===== config.mk =====
export PLATFORM = sky130hd
export DESIGN_NAME = pgcl_front
export DESIGN_NICKNAME = d
export VERILOG_FILES = /design/src/rtl/pairwise_gaussian_composite_loglik_defines.svh /design/src/rtl/pgcl_pkg.sv /design/src/rtl/pgcl_front.sv
export SDC_FILE = /design/constraint.sdc
export NUM_CORES = 1
export LEC_CHECK = 0
export ABC_AREA = 1
export BUFFER_PORTS_ARGS = -buffer_cell sky130_fd_sc_hd__buf_2
export CORE_MARGIN = 3
export CORE_UTILIZATION = 60
export CTS_BUF_LIST = sky130_fd_sc_hd__clkbuf_16
export CTS_CLUSTER_DIAMETER = 60
export DETAILED_ROUTE_END_ITERATION = 10
export PLACE_DENSITY = 0.82
export RECOVER_POWER = 25
export SKIP_CTS_REPAIR_TIMING = 1
export SKIP_LAST_GASP = 1
export SLEW_MARGIN = 10
export SYNTH_ARGS = -nofsm -noshare
export SYNTH_HDL_FRONTEND = slang
export SYNTH_SLANG_ARGS = --single-unit

===== constraint.sdc =====
create_clock -name clk -period 6.5 [get_ports clk]
set_input_delay 1.3 -clock clk [delete_from_list [all_inputs] [get_ports clk]]
set_output_delay 1.3 -clock clk [all_outputs]
set_load 0.03 [all_outputs]

===== src/rtl/pairwise_gaussian_composite_loglik_defines.svh =====
// assertion macros for the composite likelihood block
`ifndef PAIRWISE_GAUSSIAN_COMPOSITE_LOGLIK_DEFINES_SVH
`define PAIRWISE_GAUSSIAN_COMPOSITE_LOGLIK_DEFINES_SVH
`ifndef NO_ASSERTIONS
// same-cycle implication
`define PGCL_ASSERT_IMP(label, ante, cons) \
  label: assert property (@(posedge clk) disable iff (!rst_n) (ante) |-> (cons)) \
    else $error("pgcl: same-cycle check failed");
// next-cycle implication
`define PGCL_ASSERT_NEXT(label, ante, cons) \
  label: assert property (@(posedge clk) disable iff (!rst_n) (ante) |=> (cons)) \
    else $error("pgcl: next-cycle check failed");
`else
`define PGCL_ASSERT_IMP(label, ante, cons)
`define PGCL_ASSERT_NEXT(label, ante, cons)
`endif
`endif


===== src/rtl/pgcl_pkg.sv =====
`timescale 1ns / 1ps
package pgcl_pkg;

  localparam int MAX_DIM     = 16;
  localparam int ADDR_W      = 8;
  localparam int STORE_DEPTH = 256;
  localparam int VAL_W       = 32;
  localparam int IDX_W       = 4;
  localparam int SUM_W       = 40;
  localparam int CFG_W       = 16;

  // arithmetic widths
  localparam int NUM_W  = 50;
  localparam int QSH    = 32;
  localparam int DEND_W = NUM_W + QSH;
  localparam int DSOR_W = 63;
  localparam int QUO_W  = 48;
  localparam int LN_W   = 24;
  localparam int T_W    = 50;

  localparam logic [QUO_W-1:0]         QUOT_CAP      = 48'h8000_0000_0000;
  localparam logic signed [VAL_W-1:0]  LIK_CONST_Q16 = 32'sd240894;
  localparam logic [31:0]              LN2_Q32       = 32'd2977044472;

  // input modes
  localparam logic [1:0] MODE_COV  = 2'd0;
  localparam logic [1:0] MODE_DATA = 2'd1;
  localparam logic [1:0] MODE_PAIR = 2'd2;

  // classified request kinds in the queue
  localparam logic [1:0] KIND_COV  = 2'd0;
  localparam logic [1:0] KIND_DATA = 2'd1;
  localparam logic [1:0] KIND_PAIR = 2'd2;

  // configuration register indexes
  localparam logic [0:0] CFG_DATA_IS_MATRIX = 1'b0;
  localparam logic [0:0] CFG_PAIR_COUNT     = 1'b1;

  typedef struct packed {
    logic [1:0]              mode;
    logic [ADDR_W-1:0]       load_address;
    logic signed [VAL_W-1:0] load_value;
    logic [IDX_W-1:0]        first_index;
    logic [IDX_W-1:0]        second_index;
    logic                    last_pair;
  } in_item_t;

  typedef struct packed {
    logic signed [SUM_W-1:0] log_likelihood;
    logic                    bad_determinant;
  } out_item_t;

  typedef struct packed {
    logic [1:0]        kind;
    logic [ADDR_W-1:0] addr;
    logic [VAL_W-1:0]  value;
    logic [IDX_W-1:0]  first_idx;
    logic [IDX_W-1:0]  second_idx;
    logic              last_pair;
  } q_entry_t;

  typedef struct packed {
    logic             data_is_matrix;
    logic [CFG_W-1:0] pair_count;
  } cfg_t;

endpackage


===== src/rtl/pgcl_front.sv =====
`timescale 1ns / 1ps
module pgcl_front import pgcl_pkg::*; (
  input  logic     clk,
  input  logic     rst_n,
  input  logic     start,
  input  in_item_t in_item,
  output logic     busy,
  input  logic     q_pop,
  output logic     q_valid,
  output q_entry_t q_entry
);

  localparam int Q_DEPTH = 4;
  localparam int Q_PTR_W = $clog2(Q_DEPTH);
  localparam int Q_CNT_W = $clog2(Q_DEPTH + 1);

  q_entry_t             q_mem_r [Q_DEPTH];
  logic [Q_PTR_W-1:0]   wr_ptr_r, rd_ptr_r;
  logic [Q_CNT_W-1:0]   cnt_r, cnt_nxt;
  logic                 push;
  logic                 take;
  logic [1:0]           kind;

  assign busy    = (cnt_r == Q_CNT_W'(Q_DEPTH));
  assign take    = start && !busy;
  assign q_valid = (cnt_r != '0);
  assign q_entry = q_mem_r[rd_ptr_r];

  // classify; mode three is taken and dropped
  always_comb begin
    kind = KIND_COV;
    push = 1'b0;
    unique case (in_item.mode)
      MODE_COV:  begin kind = KIND_COV;  push = take; end
      MODE_DATA: begin kind = KIND_DATA; push = take; end
      MODE_PAIR: begin kind = KIND_PAIR; push = take; end
      default:   begin kind = KIND_COV;  push = 1'b0; end
    endcase
  end

  always_comb begin
    unique case ({push, q_pop})
      2'b10:   cnt_nxt = cnt_r + 1'b1;
      2'b01:   cnt_nxt = cnt_r - 1'b1;
      default: cnt_nxt = cnt_r;
    endcase
  end

  always_ff @(posedge clk) begin
    if (!rst_n) begin
      cnt_r    <= '0;
      wr_ptr_r <= '0;
      rd_ptr_r <= '0;
    end else begin
      cnt_r <= cnt_nxt;
      if (push) wr_ptr_r <= wr_ptr_r + 1'b1;
      if (q_pop) rd_ptr_r <= rd_ptr_r + 1'b1;
    end
  end

  always_ff @(posedge clk) begin
    if (push) begin
      q_mem_r[wr_ptr_r] <= '{kind:       kind,
                             addr:       in_item.load_address,
                             value:      in_item.load_value,
                             first_idx:  in_item.first_index,
                             second_idx: in_item.second_index,
                             last_pair:  in_item.last_pair};
    end
  end

endmodule


==> results by group, run 1 <==
Clocking
  – Clock buffer depth: 3
  – CTS tree: yes
  – H-tree Lvls: 1
  – Later-pin clock latency in the skew report: 480 ps
  – Clock net sink count: between 200 and 250
  – CTS clock-pin slew for the worst setup and hold paths: 60 ps
  – TritonCTS Buffers: 21
  – CTS root buf: clkbuf_16

Route
  – DRC violations left: 0
  – Via count: 4,827
  – Initial detailed-routing violation count: around 490
  – Drt pass-1 iters: 5
  – WL final: approximately 16 mm
  – Routed Antenna Nets: 0
  – Routed WL per cell: approximately 18 um
  – Vias per inst: 5.652

Timing
  – Setup TNS: 0 ps
  – RSZ-0062 raised after global routing: no
  – Slew @ Worst Pin: 1021 ps
  – Final setup vio count: 0
  – Final Cycle Share: 61.33%
  – Worst hold slack: 454.3 ps
  – Crit path time final: 3987 ps
  – Clock skew: around 4.5 ps
  – Fin. Hold Viols: 0
  – Slew headroom: 31.97%
  – Slew Viols, Final: 0
  – Achievable Freq: 0.2508 GHz

Floorplanning
  – Die width: 122.0 um
  – Initial Utilization: between 60% and 70%
  – I/O pins: ~110
  – Die Area: about 15,000 um2
  – Core area: 12,880 um2
  – FP Rows: 41
  – Die H: approximately 120 um

Cells and area
  – Nets: around 730
  – Diodes inserted: 0
  – Share of cells above drive strength 1: 17.89%
  – Design area: 9344 um2
  – Finished Core Util: 72.57%
  – # fillers: 823
  – Area growth syn-to-layout: 15.66%

GRT
  – Global Route Usage Sum: between 20% and 30%
  – Remaining Overflow, GRT: 0
  – Vias in the first global route: between 4,000 and 5,000
  – Largest net degree at the start of global routing: 103
  – Global-route wire length before repair: 24.76 mm
  – Initial antenna violation count: 0

Min path
  – Hold Path Class: reg -> reg
  – Hold path depth: 1

Critical path
  – Crit Path Category: reg -> out
  – Crit-path slowest cell: clkinv_2
  – WP data required: 5200 ps
  – CP max stage delay: just over 700 ps
  – Crit-path max FO: 73
  – Cells along the critical path: clkinv_2, buf_4, o21ai_0, o22ai_1, buf_2
  – Worst path arrival time: approximately 2700 ps
  – Reg2Reg Depth: 5
  – Crit-path leading delay family: buffers and inverters
  – Startpoint Class: flip-flop
  – Instance count on the critical path: 5
  – Setup crit end kind: primary output
  – Worst path bufs/invs: 3

Power
  – Flop pwr share: about 50%
  – Switching power total: 0.0007640 W
  – LEAKAGE: between 3 and 4 nW
  – Pwr Density: 340.6 nW/um2
  – Clock power share: 38.3%
  – Max VDD drop: approximately 0.22 mV
  – Total power: 0.003183 W
  – Logic pwr share: 11.7%
  – P_int: between 0.002 and 0.0025 W
  – Switching Share: between 20% and 30%

Synth
  – Largest cells by area after synthesis: edfxtp_1 76%, nor2_1 5.3%, o22ai_1 3.9%, o21ai_1 3.7%, o21ai_0 2.8%
  – Yosys top cell area share: 75.82%
  – Mapped cell area: 8079 um2
  – Ys Warns: 0
  – Avg Cell Area, Syn: 14.38 um2
  – Flip-flop and latch count after synthesis: 213
  – Syn Nets: 623
  – Unique masters post-synth: 19
  – Cells after Synth: 562
  – Seq/Total Area, Yosys: 78.05%
  – Cell taking the most area after synthesis: edfxtp_1

Run status
  – Outcome: finished, final reports clean

Placement
  – Routability Congestion: 0.7597
  – Area after DPL: 8672 um2
  – I/O Buffers: 107
  – DP Wirelength: 9.000 mm

Run
  – Max_cap viols: 0
[synth_stat cells (all sizes together)]
cell      n
edfxtp  204
nand3     5
ha        5
buf      24
nand2     8
clkbuf    8
nand4     1
nor2    113
dfxtp     9
fa        1
inv      21
a21oi     6
o21ai   106
o22ai    51
[logic make-up after synthesis]
| group | Yosys count | synth area share, % |
|---|---|---|
| AOI/OAI and AO/OA | 163 | 10.89 |
| adders and majority gates | 6 | 1.022 |
| buffers and inverters | 53 | 4.027 |
| DFF | 213 | 78.05 |
| and+or+nand+nor | 127 | 6.009 |
[power groups by stage]
stage | registers (W) | logic [W] | clock network, W
floorplan | 0.00162 | 0.000258 | 0
global placement | 0.00162 | 0.000365 | 0
detailed placement | 0.00162 | 0.000375 | 0
CTS | 0.00159 | 0.000377 | 0.00124
global route | 0.00160 | 0.000405 | 0.00130
finish | 0.00159 | 0.000371 | 0.00122
[worst paths after layout]
check                                 start        endpoint  slack [ps]
worst max register to register     cnt_r[1]  q_mem_r[1][33]        3930
worst max-delay path              flip-flop     q_entry[38]        2510
worst min register to register  rd_ptr_r[1]       flip-flop         450
worst min-delay path            rd_ptr_r[1]       flip-flop         450
[cells in the final DEF (no fill, tap or decap), types with 5 or more instances in the layout]
cell / synthesis / layout
nor2_1: 113 / 109
a21oi_1: 6 / 6
clkbuf_16: 0 / 21
inv_1: 19 / 22
edfxtp_1: 204 / 204
o22ai_1: 51 / 51
dfxtp_1: 9 / 7
nand2_1: 8 / 8
nand3_1: 5 / 5
clkinv_2: 0 / 5
o21ai_1: 60 / 60
buf_4: 5 / 7
ha_1: 5 / 5
buf_2: 6 / 75
clkbuf_1: 6 / 32
o21ai_0: 46 / 46
[flip-flops by register name, indices dropped and copies added (netlist names), named ones only]
signal / count
wr_ptr_r: 2
q_mem_r: 204
rd_ptr_r: 2
cnt_r: 3
[per-layer routing]
layer / global-route usage (%) / vias up / share of wire, %
met2: 35.98 / 160 / 50
li1: - / 2309 / -
met3: 3.946 / 26 / 7.1
met4: 5.882 / 0 / 1.7
met1: 28.86 / 2332 / 41
met5: 0 / - / 0
[through the flow]
stage	std cells	setup slack [ps]
5_1_grt	854	2284
2_1_floorplan	562	2143
4_1_cts	854	2516
3_5_place_dp	816	2772
6_report	854	2513
3_3_place_gp	816	2868
[area by class of cell]
class / instances / area [um2] / share of cell area (%)
Tap cell: 172 / 215.2 / 2.303
Sequential cell: 213 / 6311 / 67.54
Timing Repair Buffer: 114 / 548.0 / 5.865
Inverter: 21 / 80.08 / 0.8570
Clock buffer: 21 / 525.5 / 5.624
Multi-Input combinational cell: 296 / 1478 / 15.81
Clock inverter: 17 / 186.4 / 1.995
Power figures use the tool's default switching activity.
==> inputs of run 2 (changes only) <==
--- a/config.mk
+++ b/config.mk
@@ -5,14 +5,14 @@
 export SDC_FILE = /design/constraint.sdc
 export NUM_CORES = 1
 export LEC_CHECK = 0
-export ABC_AREA = 1
+export ABC_AREA = 0
 export BUFFER_PORTS_ARGS = -buffer_cell sky130_fd_sc_hd__buf_2
 export CORE_MARGIN = 3
-export CORE_UTILIZATION = 60
+export CORE_UTILIZATION = 51
 export CTS_BUF_LIST = sky130_fd_sc_hd__clkbuf_16
 export CTS_CLUSTER_DIAMETER = 60
 export DETAILED_ROUTE_END_ITERATION = 10
-export PLACE_DENSITY = 0.82
+export PLACE_DENSITY = 0.74
 export RECOVER_POWER = 25
 export SKIP_CTS_REPAIR_TIMING = 1
 export SKIP_LAST_GASP = 1
==> constraint.sdc (replaced) <==
create_clock -name clk -period 3.3 [get_ports clk]
set_input_delay 0.66 -clock clk [delete_from_list [all_inputs] [get_ports clk]]
set_output_delay 0.66 -clock clk [all_outputs]
set_load 0.03 [all_outputs]
==> run 2 against run 1 <==
Via count shrank 27%. Count of clock-buffer cells in the layout is the same. Routed wire length shrank 15%. Worst hold slack lost 58 ps. Clock skew grew 14 ps. Total power grew 89%. Non-clock buffer count grew 4. Critical endpoint is now q_entry[4].
==> results by group, run 2 <==
Clocking
  – CTS root buf: clkbuf_16
  – Clock buffer depth: 3 (unchanged)
  – TritonCTS Buffers: 21 (unchanged)
  – CTS clock-pin slew for the worst setup and hold paths: 60 ps (about the same)
  – Later-pin clock latency in the skew report: 480 ps (about the same)
  – CTS tree: yes
  – H-tree Lvls: 1 (unchanged)
  – Clock net sink count: 213 (unchanged)

Synth
  – Ys Warns: 0 (unchanged)
  – Seq/Total Area, Yosys: 79.62% (+1.6 points)
  – Yosys top cell area share: 77.35% (+1.5 points)
  – Flip-flop and latch count after synthesis: 213 (unchanged)
  – Top FF cell, synth: edfxtp_1
  – Async SR Flop Fraction: 0% (unchanged)
  – Largest cells by area after synthesis: edfxtp_1 77%, mux4_2 14%, dfxtp_1 2.3%, buf_12 1.3%, ha_1 0.79%
  – Cell taking the most area after synthesis: edfxtp_1
  – Count leader, synth: edfxtp_1
  – Post-synth top cells: 204 x edfxtp_1, 50 x mux4_2, 9 x and2_1, 9 x dfxtp_1, 7 x inv_1
  – Avg Cell Area, Syn: 24.75 um2 (+72%)
  – Cells after Synth: 320 (-43%)
  – Syn Nets: 381 (-39%)
  – Unique masters post-synth: 23 (+4)
  – Mapped cell area: 7920 um2 (-2.0%)
  – Post-synth EDFFs: 204 (unchanged)

Run status
  – Outcome: finished, final reports clean

Critical path
  – Startpoint Class: flip-flop
  – Setup crit end kind: primary output
  – Crit Path Category: reg -> out
  – WP data required: 2640 ps (-2560 ps)
  – RR Startpoint: cnt_r[1]
  – Worst path arrival time: 2250 ps (-440 ps)
  – Crit-path max FO: 27 (-63%)

Timing
  – Achievable Freq: 0.3434 GHz
  – Setup TNS: 0 ps (unchanged)
  – Slew headroom: 61.57% (+30 points)
  – RSZ-0062 raised after global routing: no
  – Fin. Hold Viols: 0 (unchanged)
  – Clock skew: 18.52 ps (+14.04 ps)
  – Worst hold slack: 396.0 ps (-58.30 ps)
  – Final setup vio count: 0 (unchanged)
  – Slew Viols, Final: 0 (unchanged)
  – Slew @ Worst Pin: 576.4 ps (-444.1 ps)
  – Crit path time final: approximately 2900 ps
  – Final Cycle Share: 88.23%

Power
  – Max VDD drop: 0.4220 mV (+89%)
  – LEAKAGE: 3.097 nW (-5.0%)
  – Pwr Density: 651.2 nW/um2 (+91%)

Run
  – Max_cap viols: 0 (unchanged)

Floorplanning
  – Die H: 130.6 um (+7.0%)
  – Die width: 130.6 um (+7.0%)
  – FP Rows: 44 (+7.3%)
  – I/O pins: 108 (unchanged)
  – Initial Utilization: 53.28% (-9.5 points)
  – Core area: 14,860 um2 (+15%)
  – Die Area: 17,060 um2 (+15%)

Placement
  – I/O Buffers: 107 (unchanged)
  – Routability Congestion: 0.7028 (-7.5%)
  – DP Wirelength: 8.271 mm (-8.1%)

Cells and area
  – Diodes inserted: 0 (unchanged)
  – Finished Core Util: 62.21% (-10 points)
  – Max reg flops: 204 (unchanged)
  – Area growth syn-to-layout: 16.76%
  – Nets: 509 (-30%)
  – Commonest non-fill, non-tap cell in the layout: edfxtp_1
  – Largest Register: q_mem_r
  – Share of cells above drive strength 1: 36.72% (+19 points)
  – Most frequent cells in the layout: 204 x edfxtp_1, 74 x buf_2, 50 x mux4_2, 33 x clkbuf_1, 21 x clkbuf_16
  – Largest regs: q_mem_r x204, cnt_r x3

GRT
  – GR peak layer: met2
  – Remaining Overflow, GRT: 0 (unchanged)
  – Met1 usage: 21.13% (-7.7 points)
  – Vias in the first global route: 3,781 (-23%)
  – Global-route wire length before repair: 20.23 mm (-18%)
  – Met3 Use GR: 3.415% (-0.53 points)
  – Initial antenna violation count: 1 (+1)
  – Global-route met2 utilization: 26.66% (-9.3 points)
  – Largest net degree at the start of global routing: 45 (-56%)
  – Global Route Usage Sum: 15.74% (-5.5 points)

Min path
  – Hold Path Class: in -> reg
  – Hold path start: in_item[47]

Route
  – Drt pass-1 iters: 4 (-1)
  – DRC violations left: 0 (unchanged)
  – Routed Antenna Nets: 0 (unchanged)
  – Routed WL per cell: 20.55 um (+13%)
  – WL final: 13.30 mm (-15%)
  – Via count: 3,544 (-27%)
  – Initial detailed-routing violation count: 280 (-43%)
  – Vias per inst: 5.478 (-3.1%)
==> run 2: cell families after synthesis <==
| logic type | synth area share, % |
|---|---|
| fa+ha+maj | 1.043 |
| flops | 79.62 |
| xor+xnor | 0.4424 |
| buf+inv | 2.148 |
| mux | 14.80 |
| compound gates | 0.4740 |
| simple gates | 1.469 |
==> run 2: path summary, 6_finish.rpt <==
kind / endpoint / slack, ps / cells after the start
worst max register to register: cnt_r[2] / 1160 / 9
worst min-delay path: q_mem_r[3][47] / 400 / 1
worst min register to register: wr_ptr_r[1] / 510 / 2
worst max-delay path: q_entry[4] / 390 / 3
==> run 2: critical path: stages (launching register included) <==
cell     delay (ps)
dfxtp_4         710
buf_4           320
mux4_2          520
buf_2           190
==> run 2: metal layers <==
metal	vias to the layer above	share of wire (%)
met3	17	6.0
met2	96	51
li1	1597	-
met5	-	0.14
met4	2	1.4
met1	1832	41
==> run 2: layout make-up <==
type | count | area (um2)
Tap cell | 184 | 230.2
Clock buffer | 21 | 525.5
Timing Repair Buffer | 118 | 626.9
Multi-Input combinational cell | 87 | 1449
Inverter | 7 | 26.28
Clock inverter | 17 | 78.83
Sequential cell | 213 | 6311
Fill cell | 1063 | 5617
==> run 2: metrics by stage <==
stage | instances | instance area [um2] | power (W) | setup slack, ps
4_1_cts | 647 | 9289 | 0.006110 | 307.3
2_1_floorplan | 320 | 7920 | 0.003799 | 591.0
5_1_grt | 647 | 9248 | 0.006267 | 213.6
3_3_place_gp | 609 | 8685 | 0.004018 | 845.4
3_5_place_dp | 609 | 8685 | 0.004042 | 832.8
6_report | 647 | 9248 | 0.006022 | 388.3
==> run 2: power by group <==
group | total [W] | internal [W] | switching [W] | leakage, nW
combinational | 0.000781 | 0.000294 | 0.000487 | 0.829
sequential | 0.00318 | 0.00312 | 0.0000635 | 1.94
clock | 0.00206 | 0.00116 | 0.000899 | 0.331
total | 0.00602 | 0.00457 | 0.00145 | 3.10
